## src/hdl/bcd_pkg.sv

```systemverilog
package bcd_pkg;

    localparam int DEF_CHANNELS        = 16;
    localparam int DEF_SAMPLE_BITS     = 24;
    localparam int DEF_FRAME_BYTES     = 64;
    localparam int DEF_MAX_RING_FRAMES = 16384;

    localparam int BYTE_W       = 8;
    localparam int SAMPLE_W     = 32;
    localparam int SAMPLE_SHIFT = 8;
    localparam int CHANNEL_W    = 4;
    localparam int RING_POS_W   = 14;
    localparam int PERIOD_CNT_W = 13;
    localparam int RING_CFG_W   = 15;
    localparam int PERIOD_CFG_W = 14;
    localparam int CFG_DATA_W   = 15;
    localparam int CFG_INDEX_W  = 2;
    localparam int PERIOD_MAX   = 8192;

    localparam logic ACT_DATA    = 1'b0;
    localparam logic ACT_RESTART = 1'b1;

    typedef enum logic [CFG_INDEX_W-1:0] {
        CFG_CAPTURE_ENABLE = 2'd0,
        CFG_RING_FRAMES    = 2'd1,
        CFG_PERIOD_FRAMES  = 2'd2
    } cfg_index_t;

    typedef struct packed {
        logic              action;
        logic [BYTE_W-1:0] data_byte;
    } in_item_t;

    typedef struct packed {
        logic [SAMPLE_W-1:0]   sample;
        logic [CHANNEL_W-1:0]  channel;
        logic [RING_POS_W-1:0] ring_position;
        logic                  period_done;
        logic                  last;
    } out_item_t;

    // per-item control from the input handshake
    typedef struct packed {
        logic restart;
        logic shift;
        logic frame_end;
    } ctl_t;

    typedef struct packed {
        logic [RING_POS_W-1:0] ring_position;
        logic                  period_done;
    } frame_info_t;

endpackage

```

## src/hdl/bcd_shift.sv

```systemverilog
module bcd_shift #(
    parameter int CHANNELS    = bcd_pkg::DEF_CHANNELS,
    parameter int SAMPLE_BITS = bcd_pkg::DEF_SAMPLE_BITS,
    parameter int FRAME_BYTES = bcd_pkg::DEF_FRAME_BYTES
) (
    input  logic                        aclk,
    input  logic                        aresetn,
    input  bcd_pkg::ctl_t               ctl,
    input  logic [bcd_pkg::BYTE_W-1:0]  data_byte,
    output logic                        last_byte,
    output logic [SAMPLE_BITS-1:0]      shift_next [CHANNELS]
);
    import bcd_pkg::*;

    localparam int          BPOS_W = $clog2(FRAME_BYTES);
    localparam logic [31:0] HALF   = 32'(FRAME_BYTES / 2);
    localparam logic [31:0] SBITS  = 32'(SAMPLE_BITS);

    logic [BPOS_W-1:0]      byte_pos_reg;
    logic [BPOS_W-1:0]      byte_pos_next;
    logic [SAMPLE_BITS-1:0] shift_reg [CHANNELS];
    logic [31:0]            pos_w;
    logic                   even_hit;
    logic                   odd_hit;

    assign pos_w     = 32'(byte_pos_reg);
    assign even_hit  = (pos_w < HALF) && (pos_w < SBITS);
    assign odd_hit   = (pos_w >= HALF) && ((pos_w - HALF) < SBITS);
    assign last_byte = (byte_pos_reg == BPOS_W'(FRAME_BYTES - 1));

    always_comb begin
        if (ctl.restart) begin
            byte_pos_next = '0;
        end else if (ctl.shift) begin
            byte_pos_next = last_byte ? '0 : byte_pos_reg + BPOS_W'(1);
        end else begin
            byte_pos_next = byte_pos_reg;
        end
    end

    for (genvar c = 0; c < CHANNELS; c++) begin : g_chan
        logic hit;
        assign hit = ((c % 2) == 0) ? even_hit : odd_hit;
        assign shift_next[c] = hit ? {shift_reg[c][SAMPLE_BITS-2:0], data_byte[c / 2]}
                                   : shift_reg[c];

        always_ff @(posedge aclk) begin
            if (!aresetn || ctl.restart) begin
                shift_reg[c] <= '0;
            end else if (ctl.shift && hit) begin
                shift_reg[c] <= shift_next[c];
            end
        end
    end

    always_ff @(posedge aclk) begin
        if (!aresetn) begin
            byte_pos_reg <= '0;
        end else begin
            byte_pos_reg <= byte_pos_next;
        end
    end

endmodule

```

## src/hdl/bcd_frame.sv

```systemverilog
module bcd_frame #(
    parameter int MAX_RING_FRAMES = bcd_pkg::DEF_MAX_RING_FRAMES
) (
    input  logic                              aclk,
    input  logic                              aresetn,
    input  bcd_pkg::ctl_t                     ctl,
    input  logic [bcd_pkg::RING_CFG_W-1:0]    ring_frames,
    input  logic [bcd_pkg::PERIOD_CFG_W-1:0]  period_frames,
    output bcd_pkg::frame_info_t              info
);
    import bcd_pkg::*;

    localparam int MAX_W  = $clog2(MAX_RING_FRAMES + 1);
    localparam int RCMP_W = (MAX_W > RING_CFG_W) ? MAX_W : RING_CFG_W;

    logic [RING_POS_W-1:0]   wp_reg;
    logic [RING_POS_W-1:0]   wp_next;
    logic [PERIOD_CNT_W-1:0] period_cnt_reg;
    logic [PERIOD_CNT_W-1:0] period_cnt_next;
    logic [RCMP_W-1:0]       ring_sat;
    logic [RCMP_W-1:0]       wp_inc;
    logic [PERIOD_CFG_W-1:0] period_sat;
    logic [PERIOD_CFG_W-1:0] period_inc;

    assign ring_sat = (RCMP_W'(ring_frames) > RCMP_W'(MAX_RING_FRAMES))
                    ? RCMP_W'(MAX_RING_FRAMES) : RCMP_W'(ring_frames);
    assign wp_inc   = RCMP_W'(wp_reg) + RCMP_W'(1);

    assign period_sat = (period_frames > PERIOD_CFG_W'(PERIOD_MAX))
                      ? PERIOD_CFG_W'(PERIOD_MAX) : period_frames;
    assign period_inc = PERIOD_CFG_W'(period_cnt_reg) + PERIOD_CFG_W'(1);

    assign info.ring_position = wp_reg;
    assign info.period_done   = (period_inc >= period_sat);

    always_comb begin
        wp_next         = wp_reg;
        period_cnt_next = period_cnt_reg;
        if (ctl.restart) begin
            wp_next         = '0;
            period_cnt_next = '0;
        end else if (ctl.frame_end) begin
            wp_next         = (wp_inc >= ring_sat) ? '0 : wp_inc[RING_POS_W-1:0];
            period_cnt_next = info.period_done ? '0 : period_inc[PERIOD_CNT_W-1:0];
        end
    end

    always_ff @(posedge aclk) begin
        if (!aresetn) begin
            wp_reg         <= '0;
            period_cnt_reg <= '0;
        end else begin
            wp_reg         <= wp_next;
            period_cnt_reg <= period_cnt_next;
        end
    end

endmodule

```

## src/hdl/bcd_drain.sv

```systemverilog
module bcd_drain #(
    parameter int CHANNELS    = bcd_pkg::DEF_CHANNELS,
    parameter int SAMPLE_BITS = bcd_pkg::DEF_SAMPLE_BITS
) (
    input  logic                   aclk,
    input  logic                   aresetn,
    input  logic                   load,
    input  bcd_pkg::frame_info_t   info,
    input  logic [SAMPLE_BITS-1:0] shift_next [CHANNELS],
    output logic                   busy,
    output logic                   m_valid,
    input  logic                   m_ready,
    output bcd_pkg::out_item_t     m_data
);
    import bcd_pkg::*;

    localparam int CNT_W = $clog2(CHANNELS + 1);

    logic [SAMPLE_BITS-1:0] bank_reg [CHANNELS];
    logic [CNT_W-1:0]       remain_reg;
    logic [CNT_W-1:0]       remain_next;
    frame_info_t            info_reg;
    logic                   pop;

    assign busy    = (remain_reg != '0);
    assign m_valid = busy;
    assign pop     = m_valid && m_ready;

    assign m_data.sample        = SAMPLE_W'(bank_reg[0]) << SAMPLE_SHIFT;
    assign m_data.channel       = CHANNEL_W'(CNT_W'(CHANNELS) - remain_reg);
    assign m_data.ring_position = info_reg.ring_position;
    assign m_data.period_done   = info_reg.period_done;
    assign m_data.last          = (remain_reg == CNT_W'(1));

    always_comb begin
        if (load) begin
            remain_next = CNT_W'(CHANNELS);
        end else if (pop) begin
            remain_next = remain_reg - CNT_W'(1);
        end else begin
            remain_next = remain_reg;
        end
    end

    always_ff @(posedge aclk) begin
        if (!aresetn) begin
            remain_reg <= '0;
        end else begin
            remain_reg <= remain_next;
        end
    end

    always_ff @(posedge aclk) begin
        if (load) begin
            info_reg <= info;
        end
    end

    for (genvar c = 0; c < CHANNELS; c++) begin : g_bank
        always_ff @(posedge aclk) begin
            if (load) begin
                bank_reg[c] <= shift_next[c];
            end else if (pop) begin
                bank_reg[c] <= (c == CHANNELS - 1) ? '0 : bank_reg[(c + 1) % CHANNELS];
            end
        end
    end

endmodule

```

## src/hdl/bitplane_capture_deinterleaver.sv

```systemverilog
// Channel  Ports                               Carries
// s_       s_valid s_ready s_data (in_item_t)   action, data_byte
// m_       m_valid m_ready m_data (out_item_t)  sample, channel, ring_position, ...
// cfg_     cfg_wr_en cfg_index cfg_wr_data      capture_enable, ring_frames, period_frames
//
// One input item per cycle while s_ready is high. The last byte of a frame loads
// CHANNELS samples into a snapshot bank that drains one result per cycle while
// m_ready is high, so a frame of FRAME_BYTES bytes then sustains one byte per cycle.
// The last byte of a frame is held off only while the bank still drains.
// Reset is synchronous; no clearing pass.
module bitplane_capture_deinterleaver #(
    parameter int CHANNELS        = bcd_pkg::DEF_CHANNELS,
    parameter int SAMPLE_BITS     = bcd_pkg::DEF_SAMPLE_BITS,
    parameter int FRAME_BYTES     = bcd_pkg::DEF_FRAME_BYTES,
    parameter int MAX_RING_FRAMES = bcd_pkg::DEF_MAX_RING_FRAMES
) (
    input  logic                             aclk,
    input  logic                             aresetn,
    input  logic                             s_valid,
    output logic                             s_ready,
    input  bcd_pkg::in_item_t                s_data,
    output logic                             m_valid,
    input  logic                             m_ready,
    output bcd_pkg::out_item_t               m_data,
    input  logic                             cfg_wr_en,
    input  logic [bcd_pkg::CFG_INDEX_W-1:0]  cfg_index,
    input  logic [bcd_pkg::CFG_DATA_W-1:0]   cfg_wr_data
);
    import bcd_pkg::*;

    logic                    capture_enable_reg;
    logic [RING_CFG_W-1:0]   ring_frames_reg;
    logic [PERIOD_CFG_W-1:0] period_frames_reg;
    logic                    s_accept;
    logic                    last_byte;
    logic                    busy;
    ctl_t                    ctl;
    frame_info_t             info;
    logic [SAMPLE_BITS-1:0]  shift_next [CHANNELS];

    assign s_ready  = !(capture_enable_reg && last_byte && busy);
    assign s_accept = s_valid && s_ready;

    assign ctl.restart   = s_accept && (s_data.action == ACT_RESTART);
    assign ctl.shift     = s_accept && (s_data.action == ACT_DATA) && capture_enable_reg;
    assign ctl.frame_end = ctl.shift && last_byte;

    always_ff @(posedge aclk) begin
        if (!aresetn) begin
            capture_enable_reg <= 1'b0;
            ring_frames_reg    <= RING_CFG_W'(16384);
            period_frames_reg  <= PERIOD_CFG_W'(256);
        end else if (cfg_wr_en) begin
            unique case (cfg_index)
                CFG_CAPTURE_ENABLE: capture_enable_reg <= cfg_wr_data[0];
                CFG_RING_FRAMES:    ring_frames_reg    <= cfg_wr_data[RING_CFG_W-1:0];
                CFG_PERIOD_FRAMES:  period_frames_reg  <= cfg_wr_data[PERIOD_CFG_W-1:0];
                default: begin
                end
            endcase
        end
    end

    bcd_shift #(
        .CHANNELS    (CHANNELS),
        .SAMPLE_BITS (SAMPLE_BITS),
        .FRAME_BYTES (FRAME_BYTES)
    ) u_shift (
        .aclk       (aclk),
        .aresetn    (aresetn),
        .ctl        (ctl),
        .data_byte  (s_data.data_byte),
        .last_byte  (last_byte),
        .shift_next (shift_next)
    );

    bcd_frame #(
        .MAX_RING_FRAMES (MAX_RING_FRAMES)
    ) u_frame (
        .aclk          (aclk),
        .aresetn       (aresetn),
        .ctl           (ctl),
        .ring_frames   (ring_frames_reg),
        .period_frames (period_frames_reg),
        .info          (info)
    );

    bcd_drain #(
        .CHANNELS    (CHANNELS),
        .SAMPLE_BITS (SAMPLE_BITS)
    ) u_drain (
        .aclk       (aclk),
        .aresetn    (aresetn),
        .load       (ctl.frame_end),
        .info       (info),
        .shift_next (shift_next),
        .busy       (busy),
        .m_valid    (m_valid),
        .m_ready    (m_ready),
        .m_data     (m_data)
    );

endmodule

```

## config.mk

```make
export PLATFORM = sky130hd
export DESIGN_NAME = bitplane_capture_deinterleaver
export DESIGN_NICKNAME = d
export VERILOG_FILES = /design/src/hdl/bcd_pkg.sv /design/src/hdl/bcd_shift.sv /design/src/hdl/bcd_frame.sv /design/src/hdl/bcd_drain.sv /design/src/hdl/bitplane_capture_deinterleaver.sv
export SDC_FILE = /design/constraint.sdc
export NUM_CORES = 1
export LEC_CHECK = 0
export BUFFER_PORTS_ARGS = -buffer_cell sky130_fd_sc_hd__buf_2
export CAP_MARGIN = 40
export CORE_UTILIZATION = 35
export CTS_BUF_LIST = sky130_fd_sc_hd__clkbuf_8
export CTS_CLUSTER_SIZE = 8
export DETAILED_ROUTE_END_ITERATION = 6
export HOLD_SLACK_MARGIN = 0.02
export SYNTH_ARGS = -nofsm -noshare
export SYNTH_HDL_FRONTEND = slang
export SYNTH_HIERARCHICAL = 1
export SYNTH_SLANG_ARGS = --single-unit
```

## constraint.sdc

```tcl
create_clock -name aclk -period 14.4 [get_ports aclk]
set_input_delay 2.88 -clock aclk [delete_from_list [all_inputs] [get_ports aclk]]
set_output_delay 2.88 -clock aclk [all_outputs]
set_load 0.05 [all_outputs]
```

==> results.json <==
{
  "status": "complete, no violations",
  "final_area_sq_um": 44060,
  "fin_skew_ns": 0.04344,
  "die-height_um": 339.3,
  "syn_avg_cell_area_sq_um": 15.29,
  "num-nets-final": 2762,
  "vdd_drop_max_v": 0.0001591,
  "synth_compound_area_share_pct": 1.417,
  "grt_pass1_wl_um": 115600,
  "cts_resized": 0,
  "synth_ff_type": "edfxtp_1",
  "rows": 123,
  "yosysTopAreaCell": "edfxtp_1",
  "io_buffer_count": 76,
  "rsz0062_at_grt": "no",
  "setup_viol": 0,
  "cp_common_cell": "buf_4",
  "cp_max_fo": 174,
  "relSlewSlack_pct": 12.85,
  "synth-simple-area-share_pct": 9.393,
  "async_flop_share_pct": 0,
  "whs_ns": 0.4802,
  "place_congestion": 0.7401,
  "preCtsSetupSlack_ns": 7.550,
  "postRouteWirelength_um": 69390,
  "cts_max_level": 4,
  "grt_start_max_net_pins": 194,
  "clkTransAtPathRegs_ns": 0.06,
  "rr_worst_depth": 10,
  "critical_path_class": "input pin to flip-flop",
  "min_from": "period_frames_reg[3]",
  "num_vias": 20284,
  "p_clk_share_pct": 27.7,
  "netlist.area_leader.share_pct": 59.03,
  "fin_crit_sh_pct": 43.49,
  "maxSlewViolCount": 0,
  "r2r_end": "u_drain/bank_reg[1][146]",
  "die_area_sq_um": 115200,
  "syn2layout_area_growth_pct": 10.62,
  "switching_share_pct": 28.28,
  "hold_path_class": "flip-flop to flip-flop",
  "synth_common_cells": "783 x edfxtp_1, 744 x mux2_2, 387 x nor2b_1",
  "worst_slack_ns": 8.138,
  "endpoint_kind": "flip-flop",
  "reg2reg_slack_ns": 9.05,
  "drt-vias-per-instance": 4.711,
  "drt-wirelength-per-cell_um": 16.11,
  "slowest_stage": "nor3b_2",
  "setup_tns_ns": 0,
  "cp_cell_sequence": "buf_2 > nand3b_1 > nor3b_2 > buf_4 > nand3b_4 > buf_4 > buf_16 > buf_12 > mux2_2",
  "worst-path-buf-inv": 5,
  "power.leakage_uw": 0.01594,
  "seqPwrFrac_pct": 50.6,
  "tightestPinTransition_ns": 1.307,
  "critPathTopFamily": "buffers and inverters",
  "combPwrFrac_pct": 21.8,
  "drt_first_iter_violations": 901,
  "clockRootBuffer": "clkbuf_8",
  "placed_area_sq_um": 41490,
  "initial_core_util_pct": 35.36,
  "synthAdderAreaFrac_pct": 1.099,
  "power.density_nw_per_um2": 159.1,
  "synthMuxAreaShare_pct": 21.79,
  "p_switching_uw": 1983,
  "die_w_um": 339.3,
  "rr_startpoint": "u_drain/remain_reg[0]",
  "antenna_found_initial": 6,
  "cp_data_arrival_time_ns": 6.77,
  "clock_latency_ns": 0.78,
  "hold_buffers": 0,
  "grtUsageTotal_pct": 12.15,
  "ys_warn_count": 6,
  "core_area_sq_um": 112700,
  "layout-drive-gt1-share_pct": 37.65,
  "cts.sinks": 851,
  "post_synth_inst_count": 2605,
  "total_power_uw": 7011,
  "postCtsSetupBuffers": 0,
  "cts_buffers": 149,
  "max_freq_mhz": 159.7,
  "synth.most_common_cell": "edfxtp_1",
  "hold_depth": 2,
  "min_to": "period_frames_reg[3]",
  "ys_ff_latch": 851,
  "synth_edf_count": 783,
  "grt_pass1_vias": 22266,
  "ios": 85,
  "max_cap_violations": 0,
  "synth_top_family_by_area": "multiplexers",
  "cts_tree": "done",
  "max_stage_delay_ns": 0.64,
  "internal_power_uw": 5028,
  "yosysSeqAreaShare_pct": 62.45,
  "clk_path_buf_depth": 3,
  "grt_overflow": 0,
  "fin_crit_ns": 6.262,
  "synth_xor_area_share_pct": 0.5058,
  "dr.pass1.iters": 4,
  "synth.distinct_cells": 71,
  "critPathLaunch": "s_data[8]",
  "synthTopCellsByArea": "edfxtp_1 59%, mux2_2 21%, nor2b_1 6.1%",
  "dpl.hpwl_um": 40930,
  "antenna_left": 0,
  "start_kind": "input pin",
  "finalHoldViolations": 0,
  "syn_area_sq_um": 39830,
  "drc": 0,
  "cp_data_required_time_ns": 14.91
}
==> worst reg2reg max path: stages (launching register included) <==
cell and delay, ns:
dfxtp_1 0.35, inv_1 0.10, ha_1 0.23, or4b_1 0.73
nor3b_2 0.74, buf_4 0.38, nand3b_4 0.38, buf_4 0.38
buf_16 0.29, buf_12 0.58, mux2_2 0.94
==> cell type report <==
type	count	area, sq um
fill	10376	68590
sequential	851	24870
antenna	1	2.502
timing repair buffer	112	985.9
clock buffer	153	2106
clock inverter	107	461.7
tap	1500	1877
inverter	14	52.55
multi-input combinational	1568	13700
==> routing by layer <==
layer	wire length, um	share of wire [%]	vias to the layer above	GRT usage (%)
met5	0	0	-	0
li1	-	-	9807	-
met2	36360	52	276	21.84
met1	29000	42	10054	14.01
met4	1655	2.4	0	4.852
met3	2377	3.4	147	2.526
==> through the flow <==
step           util (%)  instances
2_1_floorplan         -       2612
3_3_place_gp      36.46       4029
3_5_place_dp      36.83       4045
4_1_cts           39.11       4305
5_1_grt           39.11       4306
6_report          39.11       4306
==> power by group through the flow <==
stage          Sequential, uW  Combinational (uW)  Clock (uW)
3_5_place_dp             3600                1540           0
5_1_grt                  3590                1640        2120
6_report                 3540                1530        1940
3_3_place_gp             3610                1450           0
4_1_cts                  3550                1550        2020
2_1_floorplan            3740                1290           0
==> cells by family after synthesis <==
| kind of cell | count (synthesis) |
|---|---|
| flip-flops | 851 |
| multiplexers | 774 |
| AND/OR/NAND/NOR | 647 |
| buffers and inverters | 193 |
| AO/OA/AOI/OAI | 81 |
| adder cells (fa/ha/maj) | 35 |
| XOR/XNOR | 23 |
| other | 1 |
==> placed cells by master (no fill, tap or decap), types with 13 or more instances in the layout <==
master | netlist | final
inv_1 | 12 | 60
nand4_1 | 13 | 13
nand2_1 | 114 | 112
dfxtp_1 | 68 | 68
nor2_1 | 26 | 26
xnor2_1 | 18 | 18
clkbuf_8 | 1 | 153
nor2b_1 | 387 | 387
nand3_1 | 21 | 21
mux2i_1 | 30 | 30
edfxtp_1 | 783 | 783
buf_16 | 0 | 13
and2_1 | 27 | 27
buf_2 | 13 | 76
buf_4 | 71 | 17
mux2_2 | 744 | 744
clkinv_1 | 0 | 41
ha_1 | 35 | 35
a21oi_1 | 27 | 26
==> how the worst max path moves through the flow <==
stage	end	slack (ns)	cells past startpoint
finish	u_drain/bank_reg[1][146]	8.14	9
global route	u_drain/bank_reg[1][165]	8.21	9
CTS	u_drain/bank_reg[1][47]	8.44	9
detailed placement	u_drain/bank_reg[1][47]	7.55	9
global placement	u_drain/bank_reg[1][165]	6.94	8
floorplan	u_drain/bank_reg[0][0]	1.06	3
Power figures use the tool's default switching activity.
